### src/rtl/core/rfdkm_pkg.sv
// Package for the remote frame decoder with key masking.
// Holds the shared widths, the packed result word and the key unit control struct.
// No dependencies.
package rfdkm_pkg;

	localparam int unsigned FRAME_W = 64;
	localparam int unsigned KEY_W   = 16;
	localparam int unsigned CNT_W   = 16;
	localparam int unsigned CH_W    = 11;
	localparam int unsigned IN_W    = 2 * FRAME_W + KEY_W + CNT_W;

	// Item kinds carried on the input tuser bit
	typedef enum logic {
		FUNC_FRAME = 1'b0,
		FUNC_ARM   = 1'b1
	} func_t;

	// Result word, declared from the top bit down so stick_ch1 lands at bit 0
	typedef struct packed {
		logic [KEY_W-1:0]       key_mask;
		logic [7:0]             press_right;
		logic [7:0]             press_left;
		logic signed [15:0]     mouse_z;
		logic signed [15:0]     mouse_y;
		logic signed [15:0]     mouse_x;
		logic [1:0]             switch_right;
		logic [1:0]             switch_left;
		logic signed [CH_W-1:0] stick_ch4;
		logic signed [CH_W-1:0] stick_ch3;
		logic signed [CH_W-1:0] stick_ch2;
		logic signed [CH_W-1:0] stick_ch1;
	} out_word_t;

	localparam int unsigned OUT_W = $bits(out_word_t);

	// Control from the input stage to the key countdown unit
	typedef struct packed {
		logic             arm;
		logic             frame;
		logic [KEY_W-1:0] key_onehot;
		logic [CNT_W-1:0] ticks;
		logic [KEY_W-1:0] keys_raw;
		logic [15:0]      mouse_x;
	} key_ctl_t;

endpackage

### src/rtl/core/remote_frame_decoder_key_mask.sv
// Top level of the remote frame decoder with per-key disable countdowns.
// Depends on rfdkm_pkg, rfdkm_unpack and rfdkm_keymask.
//
//  channel | dir | tdata fields (low bit up)                              | tuser
//  s_*     | in  | frame_low, frame_high, key_onehot, disable_ticks       | func
//  m_*     | out | stick_ch1..4, switch_left/right, mouse_x/y/z,          | -
//          |     | press_left, press_right, key_mask                      |
//
// One input word per cycle while m_tready does not stall; a frame word reaches m_* through the
// input register, then the result register. Arm words give no output word.
// The countdowns and the flag update as a word leaves the input register, so
// words act in arrival order. Reset clears all countdowns and the flag.
// A stalled m_tready holds the result and backs up into the input register.
module remote_frame_decoder_key_mask
	import rfdkm_pkg::*;
#(
	parameter int unsigned NUM_KEYS = 15
)
(
	input  logic            clk,
	input  logic            arst_n,
	input  logic            s_tvalid,
	output logic            s_tready,
	input  logic [IN_W-1:0] s_tdata,   // frame_low, frame_high, key_onehot, disable_ticks
	input  logic [0:0]      s_tuser,   // func
	output logic            m_tvalid,
	input  logic            m_tready,
	output logic [OUT_W-1:0] m_tdata   // stick_ch1..4, switches, mouse x/y/z, presses, key_mask
);

	logic            valid_s1;
	func_t           func_s1;
	logic [IN_W-1:0] data_s1;
	logic            m_valid_q;
	out_word_t       out_q;
	logic            adv;
	logic            out_free;
	out_word_t       fields;
	out_word_t       result;
	key_ctl_t        ctl;
	logic [KEY_W-1:0] keys_masked;

	// Arm words retire at once; frame words need room in the result register
	assign out_free = !m_valid_q || m_tready;
	assign adv      = valid_s1 && (func_s1 == FUNC_ARM || out_free);
	assign s_tready = !valid_s1 || adv;

	// Input register
	always_ff @(posedge clk or negedge arst_n) begin
		if (!arst_n) begin
			valid_s1 <= 1'b0;
		end else if (s_tready) begin
			valid_s1 <= s_tvalid;
		end
	end

	always_ff @(posedge clk) begin
		if (s_tready && s_tvalid) begin
			data_s1 <= s_tdata;
			func_s1 <= func_t'(s_tuser[0]);
		end
	end

	rfdkm_unpack u_unpack (
		.frame_low  (data_s1[FRAME_W-1:0]),
		.frame_high (data_s1[2*FRAME_W-1:FRAME_W]),
		.fields     (fields)
	);

	// Control to the countdown unit, qualified by the handover
	always_comb begin
		ctl.arm        = adv && func_s1 == FUNC_ARM;
		ctl.frame      = adv && func_s1 == FUNC_FRAME;
		ctl.key_onehot = data_s1[2*FRAME_W+KEY_W-1:2*FRAME_W];
		ctl.ticks      = data_s1[IN_W-1:2*FRAME_W+KEY_W];
		ctl.keys_raw   = fields.key_mask;
		ctl.mouse_x    = fields.mouse_x;
	end

	rfdkm_keymask #(
		.NUM_KEYS (NUM_KEYS)
	) u_keymask (
		.clk         (clk),
		.arst_n      (arst_n),
		.ctl         (ctl),
		.keys_masked (keys_masked)
	);

	always_comb begin
		result          = fields;
		result.key_mask = keys_masked;
	end

	// Result register
	always_ff @(posedge clk or negedge arst_n) begin
		if (!arst_n) begin
			m_valid_q <= 1'b0;
		end else if (out_free) begin
			m_valid_q <= ctl.frame;
		end
	end

	always_ff @(posedge clk) begin
		if (ctl.frame) begin
			out_q <= result;
		end
	end

	assign m_tvalid = m_valid_q;
	assign m_tdata  = out_q;

endmodule

### src/rtl/core/rfdkm_unpack.sv
// Frame field extraction: splits the two 64-bit frame words into the result fields.
// Depends on rfdkm_pkg. Purely combinational; the key mask leaves here unmasked.
module rfdkm_unpack
	import rfdkm_pkg::*;
(
	input  logic [FRAME_W-1:0] frame_low,
	input  logic [FRAME_W-1:0] frame_high,
	output out_word_t          fields
);

	// Sticks: minus 1024 modulo 2^11 is a flip of the top bit
	always_comb begin
		fields.stick_ch1    = frame_low[10:0]  ^ 11'h400;
		fields.stick_ch2    = frame_low[21:11] ^ 11'h400;
		fields.stick_ch3    = frame_low[32:22] ^ 11'h400;
		fields.stick_ch4    = frame_low[43:33] ^ 11'h400;
		// byte 5 holds both switches
		fields.switch_right = frame_low[45:44];
		fields.switch_left  = frame_low[47:46];
		fields.mouse_x      = frame_low[63:48];
		fields.mouse_y      = frame_high[15:0];
		fields.mouse_z      = frame_high[31:16];
		fields.press_left   = frame_high[39:32];
		fields.press_right  = frame_high[47:40];
		fields.key_mask     = frame_high[63:48];
	end

endmodule

### src/rtl/core/rfdkm_keymask.sv
// Per-key disable countdowns and the sticky keyboard-active flag.
// Depends on rfdkm_pkg. Counters update on the cycle the input stage hands over a word.
module rfdkm_keymask
	import rfdkm_pkg::*;
#(
	parameter int unsigned NUM_KEYS = 15
)
(
	input  logic             clk,
	input  logic             arst_n,
	input  key_ctl_t         ctl,
	output logic [KEY_W-1:0] keys_masked
);

	logic [CNT_W-1:0] cnt_q [NUM_KEYS];
	logic [KEY_W-1:0] key_sel;
	logic [KEY_W-1:0] disabled;
	logic             kb_active_q;

	// Highest set bit wins: bit i selected when nothing above it is set
	always_comb begin
		for (int i = 0; i < KEY_W; i++) begin
			key_sel[i] = ((ctl.key_onehot >> i) == KEY_W'(1));
		end
	end

	// One countdown per maskable key; keys at or above NUM_KEYS pass through
	for (genvar g = 0; g < KEY_W; g++) begin : g_key
		if (g < NUM_KEYS) begin : g_cnt
			assign disabled[g] = (cnt_q[g] != '0);

			always_ff @(posedge clk or negedge arst_n) begin
				if (!arst_n) begin
					cnt_q[g] <= '0;
				end else if (ctl.arm && key_sel[g]) begin
					cnt_q[g] <= ctl.ticks;
				end else if (ctl.frame && disabled[g]) begin
					cnt_q[g] <= cnt_q[g] - CNT_W'(1);
				end
			end
		end else begin : g_none
			assign disabled[g] = 1'b0;
		end
	end

	assign keys_masked = ctl.keys_raw & ~disabled;

	// Sticky flag: any key or mouse x activity on a frame
	always_ff @(posedge clk or negedge arst_n) begin
		if (!arst_n) begin
			kb_active_q <= 1'b0;
		end else if (ctl.frame && (keys_masked != '0 || ctl.mouse_x != '0)) begin
			kb_active_q <= 1'b1;
		end
	end

`ifndef ASSERT_OFF
	a_kb_sticky: assert property (@(posedge clk) disable iff (!arst_n)
		kb_active_q |=> kb_active_q)
		else $error("keyboard active flag dropped");

	a_kb_set: assert property (@(posedge clk) disable iff (!arst_n)
		(ctl.frame && ctl.mouse_x != '0) |=> kb_active_q)
		else $error("keyboard active not set by mouse x");

	a_cnt_dec: assert property (@(posedge clk) disable iff (!arst_n)
		(ctl.frame && !ctl.arm && cnt_q[0] != '0)
		|=> cnt_q[0] == CNT_W'($past(cnt_q[0]) - CNT_W'(1)))
		else $error("key 0 countdown did not decrement");

	a_cnt_arm: assert property (@(posedge clk) disable iff (!arst_n)
		(ctl.arm && key_sel[0]) |=> cnt_q[0] == $past(ctl.ticks))
		else $error("key 0 countdown not loaded on arm");
`endif

endmodule

### config.mk
export PLATFORM = sky130hd
export DESIGN_NAME = remote_frame_decoder_key_mask
export DESIGN_NICKNAME = d
export VERILOG_FILES = /design/src/rtl/core/rfdkm_pkg.sv /design/src/rtl/core/remote_frame_decoder_key_mask.sv /design/src/rtl/core/rfdkm_unpack.sv /design/src/rtl/core/rfdkm_keymask.sv
export SDC_FILE = /design/constraint.sdc
export NUM_CORES = 1
export LEC_CHECK = 0
export ABC_AREA = 1
export BUFFER_PORTS_ARGS = -buffer_cell sky130_fd_sc_hd__buf_2
export CAP_MARGIN = 20
export CORE_AREA = 5 5 300 302
export DETAILED_ROUTE_END_ITERATION = 12
export DIE_AREA = 0 0 305 307
export GPL_TIMING_DRIVEN = 0
export PLACE_DENSITY = 0.51
export SLEW_MARGIN = 20
export SYNTH_ARGS = -nofsm -noshare
export SYNTH_HDL_FRONTEND = slang
export SYNTH_SLANG_ARGS = --single-unit
export TNS_END_PERCENT = 100
### constraint.sdc
create_clock -name clk -period 14.2 [get_ports clk]
set_input_delay 2.84 -clock clk [delete_from_list [all_inputs] [get_ports clk]]
set_output_delay 2.84 -clock clk [all_outputs]
set_load 0.03 [all_outputs]
## Word level (Yosys, flattened, before mapping)

Cells that the tools add are included.

| word-level totals | value |
|---|---|
| bits in registers | 531 |
| latch bits | 0 |
| RAM bits | 0 |
| bits in read-only memories | 0 |
| input bits | 165 |
| output and inout port bits | 130 |
| logic and storage cells | 167 |
| memories kept | 0 |

| operators by class | value |
|---|---|
| add/sub/neg operators | 15 |
| $mul | 0 |
| div/mod/pow operators | 0 |
| $lt $le $gt $ge | 0 |
| equal/unequal tests | 15 |
| shift-type cells | 0 |
| multiplexer cells | 30 |
| bitwise logic cells | 7 |
| reductions and logical operators | 69 |

Operators by type and width:

| cell | count |
|---|---|
| $mux 16 | 30 |
| $reduce_bool 16->1 | 15 |
| $sub 16x1->16 const B | 15 |
| $logic_and 1x1->1 | 34 |
| $reduce_bool 2->1 | 15 |
| $and 16x16->16 | 1 |
| $eq 16x1->1 const B | 1 |
| $not 15->16 | 1 |
| $eq 15x1->1 const B | 1 |
| $eq 14x1->1 const B | 1 |
| $eq 13x1->1 const B | 1 |
| $eq 12x1->1 const B | 1 |
| $eq 11x1->1 const B | 1 |
| $eq 10x1->1 const B | 1 |
| $eq 9x1->1 const B | 1 |
| $eq 8x1->1 const B | 1 |
| $eq 7x1->1 const B | 1 |
| $eq 6x1->1 const B | 1 |
| $eq 5x1->1 const B | 1 |
| $not 1->1 | 5 |
| $eq 4x1->1 const B | 1 |
| $eq 3x1->1 const B | 1 |
| $logic_or 1x1->1 | 3 |
| $eq 2x1->1 const B | 1 |
| $logic_not 1->1 | 2 |

## Logic depth before layout (Yosys ltp)

Gate-level depths: netlist (run 1).

| depth | value |
|---|---|
| depth after elaboration | 8 |
| mapped depth | 10 |
| gate-level depth less buffers | 10 |

## Modules after synthesis

Synthesis (run 1) repeated with hierarchy kept, for this count alone.

| second synthesis, totals | value |
|---|---|
| cell total of the unflattened synthesis | 3068 |
| area, all modules | 26645.6 sq um |

Modules (own cells, without submodules):

| module | times used | cells an instance | area an instance (sq um) | seq. area each (sq um) |
|---|---|---|---|---|
| rfdkm_keymask | 1 | 2634 | 16903.7 | 6005.8 |
| remote_frame_decoder_key_mask | 1 | 306 | 8795.9 | 8728.4 |
| rfdkm_unpack | 1 | 128 | 945.9 | 0.0 |

## Worst setup path after synthesis (run 1)

Ideal clock, no wire load.

| path | value |
|---|---|
| path kind | input-to-reg |
| start | input port m_tready |
| end | register data_s1[0], enable pin |
| library setup time | 0.686 ns |
| arrival | 9.733 ns |
| data required time | 13.514 ns |
| setup slack | 3.781 ns |
| stages | 4 |
| path buffers | 0 |
| path through | nor2_2 > inv_1 > nor2_1 > nor2_1 |

| on the way | value |
|---|---|
| word-level cells in the longest chain between the ends | 5 |

RTL lines:

| item | RTL line | RTL |
|---|---|---|
| from (decl) | remote_frame_decoder_key_mask.sv:27 | `input logic m_tready,` |
| $logic_or 1x1->1 | remote_frame_decoder_key_mask.sv:44 | `assign out_free = !m_valid_q \|\| m_tready;` |
| $logic_or 1x1->1 | remote_frame_decoder_key_mask.sv:45 | `assign adv = valid_s1 && (func_s1 == FUNC_ARM \|\| out_free);` |
| $logic_and 1x1->1 | remote_frame_decoder_key_mask.sv:45 |  |
| $logic_or 1x1->1 | remote_frame_decoder_key_mask.sv:46 | `assign s_tready = !valid_s1 \|\| adv;` |
| $logic_and 1x1->1 | remote_frame_decoder_key_mask.sv:58 | `if (s_tready && s_tvalid) begin` |
| to (signal assigned) | remote_frame_decoder_key_mask.sv:59 | `data_s1 <= s_tdata;` |
| to (decl) | remote_frame_decoder_key_mask.sv:33 | `logic [IN_W-1:0] data_s1;` |

Every way passes these cells.
A chain may end at the register's enable or synchronous reset.

## Worst setup path after layout (run 1)

| path | value |
|---|---|
| start | input port m_tready |
| end | output port s_tready |

| on the way | value |
|---|---|
| word-level cells in the longest chain between the ends | 4 |

RTL lines:

| item | RTL line | RTL |
|---|---|---|
| $logic_or 1x1->1 | remote_frame_decoder_key_mask.sv:44 |  |
| $logic_or 1x1->1 | remote_frame_decoder_key_mask.sv:45 |  |
| $logic_and 1x1->1 | remote_frame_decoder_key_mask.sv:45 |  |
| $logic_or 1x1->1 | remote_frame_decoder_key_mask.sv:46 |  |
| to (decl) | remote_frame_decoder_key_mask.sv:23 | `output logic s_tready,` |

Every way passes these cells.

==> results of run 1 <==
[synth_stat cells (4+ instances only)]
cell,count,area [µm²]
a21o_1,4,30.0
a21oi_1,19,95.1
a21oi_2,5,43.8
buf_2,39,195
buf_4,8,60.1
clkbuf_1,27,101
clkinv_1,4,15.0
dfrtp_1,242,6060
edfxtp_1,289,8680
ha_1,15,188
inv_1,242,908
inv_2,17,63.8
nand2_1,853,3200
nand2_2,13,81.3
nand3_1,588,2940
nand3b_1,28,210
nand4_1,34,213
nor2_1,367,1380
nor3_1,6,30.0
nor4b_1,13,114
o21ai_0,41,205
or2_2,6,37.5
xnor2_1,33,289
xor2_1,58,508
[power groups by stage]
stage               combinational (µW)  clock (µW)  sequential, µW
floorplan                         1450           0            2310
global placement                  1840           0            2370
detailed placement                1870           0            2360
CTS                               1880        1810            2340
global route                      2170        1870            2390
finish                            1870        1740            2340
[cells by family after synthesis]
logic type,after synthesis,synth area share
AO/OA/AOI/OAI,73,0.0154
XOR/XNOR,91,0.0308
AND/OR/NAND/NOR,1924,0.325
buffers and inverters,340,0.0527
flip-flops,531,0.569
adder cells (fa/ha/maj),15,0.00725
[routing by layer]
| metal | vias up | share of wire | global-route usage |
|---|---|---|---|
| met5 | - | 0 | 0 |
| met4 | 0 | 0.022 | 0.0399 |
| met1 | 9967 | 0.45 | 0.212 |
| met3 | 107 | 0.040 | 0.0262 |
| li1 | 10600 | - | - |
| met2 | 406 | 0.49 | 0.277 |
[flip-flops by register name, summed over array words and instances (netlist names)]
name,flops
m_tdata,128
u_keymask.cnt_q,240
valid_s1,1
func_s1,1
data_s1,160
m_tvalid,1
[stage by stage]
step / area [µm²] / TNS (ns) / std cells / utilization
floorplan: 25900 / 0 / 2974 / -
global placement: 28800 / -213.38 / 4433 / 0.330
detailed placement: 29100 / 0 / 4443 / 0.333
CTS: 31300 / 0 / 4563 / 0.358
global route: 31300 / 0 / 4565 / 0.359
finish: 31300 / 0 / 4565 / 0.359
[final cells by class]
type	instances	area [µm²]	area share
clock buffers	88	1910	0.0610
inverters	264	993	0.0317
repair buffers	304	1710	0.0546
plain buffers	76	387	0.0123
well taps	1165	1460	0.0465
diodes	2	5.00	0.000160
flip-flops and latches	531	14700	0.470
clock inverters	32	347	0.0111
multi-input cells	2103	9800	0.313
[worst paths after layout]
kind,start,to,slack [ns],depth (start not counted)
setup reg to reg,func_s1,u_keymask.cnt_q[4],11.28,10
hold / removal,data_s1[38],m_tdata[38],0.41,0
hold reg to reg,data_s1[38],m_tdata[38],0.41,0
min in group asynchronous,arst_n,u_keymask.cnt_q[205],2.22,1
setup / recovery,m_tready,s_tready,7.59,6
max in group asynchronous,arst_n,u_keymask.cnt_q[219],10.66,3
[worst max-delay path, delay by kind of cell]
family	cells	cell delay (ns)
buf+inv	4	0.46
simple gates	2	0.45
==> key figures, run 1 <==
Power
  – Switching Share: 0.373
  – NetSw: 2220 µW
  – Clock power share: 0.293
  – Worst VDD drop: 0.0000815 V
  – Cell Int Power: 3730 µW
  – Comb pwr share: 0.314
  – Sequential share of power: 0.393
  – Pwr Density: 190 nW/µm²
  – Final Total Pwr: 5960 µW
  – Static leakage: 0.0144 µW

Run
  – MaxCap Viol Count: 0

Critical path
  – Critical path cell sequence: buf_2 > nor2_2 > inv_1 > nor2_1 > inv_1 > buf_2
  – Critical path class: primary input to output pin
  – Crit path largest cell delay: 0.23 ns
  – Slowest-stage cell, CP: nor2_2
  – Critical Path Start Type: primary input
  – Worst setup EP type: output pin
  – Required arrival time at the worst endpoint: 11.36 ns
  – Crit Path Max Fanout: 2
  – Critical path arrival: 3.77 ns

STA
  – Rel. slew slack: 0.275
  – Worst setup margin: 7.59 ns
  – Setup violations, final: 0
  – Hold slack: 0.412 ns
  – Final hold violations: 0
  – Crit share post-route: 0.465
  – Worst Tran Pin Value: 1.09 ns
  – Unrepaired setup endpoints after global routing: no
  – Fin crit period: 6.61 ns
  – FMAX: 0.151 GHz
  – Final max-slew violation count: 0
  – Final setup skew: 0.0268 ns

Final layout
  – Final nets: 3526
  – Commonest non-fill, non-tap cell in the layout: nand2_1
  – Filler instances: 9017
  – Layout cells sized above 1: 0.154
  – Commonest non-fill, non-tap cells in the layout: nand2_1 (853), nand3_1 (588), nor2_1 (366), buf_2 (332), edfxtp_1 (289)
  – Area Overhead vs Synth: 21.1%

Floorplan
  – Die W: 305 µm
  – Initial core utilization: 0.296
  – Row count: 109
  – Core area: 87400 µm²
  – IO Count: 295
  – Chip height: 307 µm
  – Die area: 93600 µm²

Synth
  – #FFs+latches synth: 531
  – Mapped Nets: 3154
  – Number of synthesized flops with an enable pin: 289
  – Register area share after synthesis: 0.569
  – Most used DFF post-synth: edfxtp_1
  – Ys async rst share: 0.456
  – Synth Warn #: 0
  – Post-Syn Area per Cell: 8.70 µm²
  – Cells after Synth: 2974
  – Library cells used by synthesis: 37
  – Cell Area, Synth: 25900 µm²

Detailed routing
  – Starting DRT DRC Count: 1478
  – Initial DRT Pass Iterations: 5
  – Post-Route WL: 77400 µm
  – Antenna viol nets, final: 0
  – DR vias/cell: 4.61
  – Residual DRC count: 0
  – Drt wl/cell: 16.9 µm
  – Vias after detailed routing: 21000

Global route
  – Antenna violations before repair: 4
  – Global-route wire length before repair: 119000 µm
  – Gr ovfl total: 0
  – Largest net degree at the start of global routing: 88
  – Total GRT Usage: 0.160
  – Vias in the first global route: 20300

CTS
  – Number of setup buffers added after CTS: 0
  – Worst-Skew Late Latency: 0.59 ns
  – CTS clock-pin slew for the worst setup and hold paths: 0.06 ns
  – H-tree levels: 3
  – Cts hold-fix bufs: 0
  – CTS tree: done
  – Post-cts resize count: 0
  – Clock sink total: 531
  – TritonCTS Buffers: 66
  – CTS Buffer Depth: 3
  – Clock Root Buffer: clkbuf_16

Min path
  – Min-Delay Path Class: flip-flop to flip-flop

Placement
  – Final HPWL DP: 53100 µm
  – Dpl ws: 7.58 ns
  – Port Buffers: 294
  – RePlAce Congestion: 0.849

Outcome
  – Status: finished clean
No activity file was read; power rests on OpenSTA's default activity.
==> run 2: changes to the inputs <==
Settings changed: ABC_AREA 1 to 0, CORE_AREA 5 5 300 302 to 5 5 286 288, DIE_AREA 0 0 305 307 to 0 0 291 293, PLACE_DENSITY 0.51 to 0.53.
Clock period 14.2 ns to 5.8 ns, I/O delays scaled along.
==> key figures, run 2 <==
Final layout
  – Commonest non-fill, non-tap cells in the layout: buf_2 (311), edfxtp_1 (289), dfrtp_1 (242), nand2_1 (230), nor2_1 (200)
  – Area Overhead vs Synth: 21.8%
  – Commonest non-fill, non-tap cell in the layout: buf_2
  – Largest register FFs: 240
  – Post-route design area: 28500 µm²
  – Filler instances: 7829
  – Largest Register: u_keymask.cnt_q
  – Final nets: 2629
  – Layout cells sized above 1: 0.190

Synth
  – Register area share after synthesis: 0.629
  – Count leader, synth: edfxtp_1
  – Mapped Nets: 2257
  – Synth top area share: 0.371
  – #FFs+latches synth: 531
  – Cell Area, Synth: 23400 µm²
  – Cells after Synth: 2077
  – Most used DFF post-synth: edfxtp_1
  – Post-Syn Area per Cell: 11.3 µm²
  – Library cells used by synthesis: 88
  – Largest cells by area after synthesis: edfxtp_1 (37%), dfrtp_1 (26%), nand2_1 (3.7%)
  – Top post-synthesis cells by count: edfxtp_1 (289), dfrtp_1 (242), nand2_1 (230)
  – Ys async rst share: 0.456
  – Number of synthesized flops with an enable pin: 289
  – Synth Warn #: 0
  – Biggest area consumer among synthesized cells: edfxtp_1

Critical path
  – Critical path arrival: 4.65 ns
  – CP dominant cell by count: clkbuf_1
  – Critical path cell sequence: buf_2 > nand2b_1 > nand2_1 > clkbuf_1 > clkbuf_1 > clkbuf_1 > a21oi_1 > a32oi_1 > nand2_1
  – Crit Path Max Fanout: 10
  – CP bufs+invs: 4
  – R2r startpoint: func_s1
  – Crit path largest cell delay: 0.81 ns
  – CP top delay family: buffers and inverters
  – Critical Path Start Type: primary input
  – Worst setup EP type: flip-flop
  – Critical path class: primary input to flip-flop
  – Required arrival time at the worst endpoint: 6.27 ns
  – Crit path launch: m_tready
  – Slowest-stage cell, CP: clkbuf_1

CTS
  – CTS tree: done
  – Cts hold-fix bufs: 0
  – H-tree levels: 3
  – CTS Buffer Depth: 3
  – Clock Root Buffer: clkbuf_16
  – CTS clock-pin slew for the worst setup and hold paths: 0.06 ns
  – Post-cts resize count: 0
  – TritonCTS Buffers: 66
  – Number of setup buffers added after CTS: 0
  – Clock sink total: 531
  – Worst-Skew Late Latency: 0.61 ns

Run
  – MaxCap Viol Count: 0

STA
  – Rel. slew slack: 0.177
  – Crit share post-route: 0.720
  – Fin crit period: 4.18 ns
  – Hold slack: 0.410 ns
  – Worst Tran Pin Value: 1.23 ns
  – Unrepaired setup endpoints after global routing: no
  – Setup violations, final: 0
  – Worst setup margin: 1.62 ns
  – Final hold violations: 0
  – Final setup skew: 0.0260 ns
  – FMAX: 0.239 GHz
  – Setup_tns: 0 ns
  – Final max-slew violation count: 0

Min path
  – Min-Delay Path Class: flip-flop to flip-flop
  – Hold wc startpoint: data_s1[52]

Detailed routing
  – Starting DRT DRC Count: 1726
  – Post-Route WL: 77200 µm
  – Drt wl/cell: 21.7 µm
  – Antenna viol nets, final: 0
  – Vias after detailed routing: 19000
  – Residual DRC count: 0
  – DR vias/cell: 5.35
  – Initial DRT Pass Iterations: 6

Floorplan
  – Die area: 85300 µm²
  – Row count: 103
  – Chip height: 293 µm
  – Die W: 291 µm
  – IO Count: 295
  – Initial core utilization: 0.298
  – Core area: 78600 µm²

Global route
  – Gr ovfl total: 0
  – Antenna violations before repair: 3
  – Vias in the first global route: 18400
  – Total GRT Usage: 0.174
  – Largest net degree at the start of global routing: 85
  – Global-route wire length before repair: 116000 µm

Power
  – Final Total Pwr: 12800 µW
  – Static leakage: 0.0116 µW
  – Pwr Density: 449 nW/µm²
  – Worst VDD drop: 0.000232 V

Placement
  – RePlAce Congestion: 0.860
  – Post-DP Area: 26500 µm²
  – Final HPWL DP: 52400 µm
  – Dpl ws: 1.02 ns
  – Port Buffers: 294

Outcome
  – Status: finished clean
run 2: kinds of logic (layout without fill, tap and decap cells):
logic type	Yosys count	count (layout)	share of synthesized area
muxes	3	3	0.00128
DFF	531	531	0.629
adders and majority gates	15	15	0.00801
and+or+nand+nor	844	844	0.183
xor gates and xnor gates	18	18	0.00673
other	0	2	0
AOI/OAI and AO/OA	516	516	0.145
buffers and inverters	150	571	0.0270
run 2: metrics by stage:
stage,instances,util
finish,3550,0.363
global route,3550,0.363
CTS,3548,0.363
detailed placement,3431,0.337
global placement,3421,0.334
floorplan,2077,-
run 2: report_power, final:
group | internal (µW) | switching [µW] | total [µW]
sequential | 4830 | 841 | 5670
combinational | 1250 | 1980 | 3230
clock | 2280 | 1640 | 3920
total | 8360 | 4460 | 12800
run 2: final cells by class:
type	instances	area [µm²]	share of cell area
Clock inverter	34	282	0.00987
Tap cell	1050	1310	0.0461
Timing Repair Buffer	304	1710	0.0600
Buffer	90	432	0.0151
Clock buffer	83	1750	0.0612
Sequential cell	531	14700	0.517
Multi-Input combinational cell	1396	8080	0.283
Inverter	60	225	0.00790
Antenna cell	2	5.00	0.000175
run 2: metal layers:
layer  wire length, µm  vias to the layer above  global-route usage
met5                 0                        -                   0
met3              5380                      136              0.0338
met4              2370                        0              0.0605
met2             37200                      709               0.288
met1             32300                     9553               0.231
li1                  -                     8581                   -
run 2: worst paths after layout:
path	cells after the start	slack, ns	to
hold reg to reg	0	0.41	m_tdata[52]
min in group asynchronous	1	0.56	u_keymask.cnt_q[70]
setup / recovery	9	1.62	u_keymask.cnt_q[153]
setup reg to reg	8	1.71	u_keymask.cnt_q[153]
max in group asynchronous	3	3.95	u_keymask.cnt_q[3]
hold / removal	0	0.41	m_tdata[52]
==> run 3: changes to the inputs <==
Settings changed: PLACE_DENSITY 0.53 to 0.52.
Clock period 5.8 ns to 4.37 ns, I/O delays scaled along.
==> key figures, run 3 (synthesized netlist as in run 2, its figures left out) <==
Outcome
  – Status: finished clean

STA
  – Final max-slew violation count: 0
  – Crit share post-route: 0.876
  – Rel. slew slack: 0.202
  – Final hold violations: 0
  – Fin crit period: 3.83 ns
  – Final setup skew: 0.0512 ns
  – FMAX: 0.261 GHz
  – Unrepaired setup endpoints after global routing: no
  – Setup_tns: 0 ns
  – Hold slack: 0.127 ns
  – Worst Tran Pin Value: 1.20 ns
  – Setup violations, final: 0

Final layout
  – Commonest non-fill, non-tap cell in the layout: buf_2
  – Largest register FFs: 240
  – Final nets: 2628
  – Final Core Density: 0.367
  – Layout cells sized above 1: 0.195
  – FF/Latch Area: 14700 µm²
  – Filler instances: 7777
  – Area Overhead vs Synth: 23.3%
  – Commonest non-fill, non-tap cells in the layout: buf_2 (311), edfxtp_1 (289), dfrtp_1 (242), nand2_1 (230), nor2_1 (200)
  – Largest Register: u_keymask.cnt_q
  – Multi-input gate area in the final layout: 8080 µm²

Floorplan
  – IO Count: 295
  – Initial core utilization: 0.298
  – Chip height: 293 µm
  – Core area: 78600 µm²
  – Die W: 291 µm
  – Die area: 85300 µm²
  – Row count: 103

CTS
  – TritonCTS Buffers: 61
  – CTS Buffer Depth: 3
  – Number of setup buffers added after CTS: 0
  – CTS clock-pin slew for the worst setup and hold paths: 0.06 ns
  – Post-cts resize count: 0
  – Clock Root Buffer: clkbuf_16
  – H-tree levels: 2
  – Clock sink total: 531
  – Cts hold-fix bufs: 0
  – Worst-Skew Late Latency: 0.64 ns
  – CTS tree: done

Detailed routing
  – Vias after detailed routing: 19100
  – Starting DRT DRC Count: 2142
  – Initial DRT Pass Iterations: 6
  – Post-Route WL: 78400 µm
  – Antenna viol nets, final: 0
  – Drt wl/cell: 22.0 µm
  – Residual DRC count: 0
  – DR vias/cell: 5.37

Critical path
  – Reg-to-reg slack, setup: 0.54 ns
  – Crit path largest cell delay: 0.87 ns
  – R2r startpoint: valid_s1
  – Critical R2R Capture: u_keymask.cnt_q[153]
  – Crit path launch: valid_s1
  – Crit Path Max Fanout: 11
  – Critical path cell sequence: nor2b_1 > nand2_1 > clkbuf_1 > clkbuf_1 > clkbuf_1 > a21oi_1 > a32oi_1 > nand2_1
  – Worst setup EP type: flip-flop
  – Critical path class: flip-flop to flip-flop
  – Slowest-stage cell, CP: clkbuf_1
  – Depth of the worst register-to-register path: 8
  – Critical Path Start Type: flip-flop
  – CP dominant cell by count: clkbuf_1
  – CP Capture Point: u_keymask.cnt_q[153]
  – Critical path arrival: 4.31 ns
  – Required arrival time at the worst endpoint: 4.85 ns

Global route
  – Antenna violations before repair: 10
  – Largest net degree at the start of global routing: 72
  – Total GRT Usage: 0.176
  – Gr ovfl total: 0
  – Global-route wire length before repair: 117000 µm
  – Vias in the first global route: 18600

Min path
  – Min-Delay Path Class: primary input to asynchronous set/reset pin

Placement
  – Port Buffers: 294
  – RePlAce Congestion: 0.873
  – Final HPWL DP: 53400 µm

Power
  – Worst VDD drop: 0.000334 V
  – Static leakage: 0.0118 µW
  – Pwr Density: 610 nW/µm²

Run
  – MaxCap Viol Count: 0
run 3: layout make-up:
cell class / instances / area share
repair buffers: 308 / 0.0629
clock buffers: 75 / 0.0583
plain buffers: 90 / 0.0150
multi-input cells: 1396 / 0.280
well taps: 1050 / 0.0455
flip-flops and latches: 531 / 0.510
clock inverters: 39 / 0.0203
diodes: 7 / 0.000606
inverters: 60 / 0.00780
run 3: critical path: cells and delay by family, from the launching register on:
kind                   cells  cell delay [ns]
AO/OA/AOI/OAI              2             0.48
buffers and inverters      3             2.39
flip-flops                 1             0.41
AND/OR/NAND/NOR            3             0.38
run 3: per-layer routing:
metal | routed length (µm) | share of wire | track usage | vias to the layer above
met5 | 50 | 0.00064 | 0 | -
met3 | 5300 | 0.068 | 0.0311 | 191
li1 | - | - | - | 8610
met1 | 32600 | 0.42 | 0.236 | 9467
met4 | 3570 | 0.046 | 0.0766 | 4
met2 | 36800 | 0.47 | 0.283 | 820
run 3: metrics by stage:
| step | worst slack [ns] | std cells | power [µW] | area (µm²) |
|---|---|---|---|---|
| finish | 0.543 | 3556 | 17600 | 28900 |
| global route | 0.418 | 3555 | 18700 | 28900 |
| CTS | 0.572 | 3549 | 17700 | 28900 |
| detailed placement | 0.0343 | 3435 | 11900 | 26600 |
| global placement | -2.33 | 3421 | 11600 | 26200 |
| floorplan | 0.345 | 2077 | 10500 | 23400 |
run 3: how the worst min path moves through the flow:
stage | end | slack, ns | depth (start not counted)
final | u_keymask.cnt_q[74] | 0.13 | 1
after global routing | u_keymask.cnt_q[74] | 0.12 | 1
after CTS | u_keymask.cnt_q[74] | 0.09 | 1
after detailed placement | m_tdata[1] | 0.40 | 0
after global placement | m_tdata[29] | 0.40 | 0
after floorplan | m_tdata[0] | 0.40 | 0
run 3: where the power goes:
part	internal [µW]	switching, µW	leakage, µW
logic	1670	2710	0.00477
registers	6410	1120	0.00589
clock network	3560	2160	0.00112
total	11600	5990	0.0118
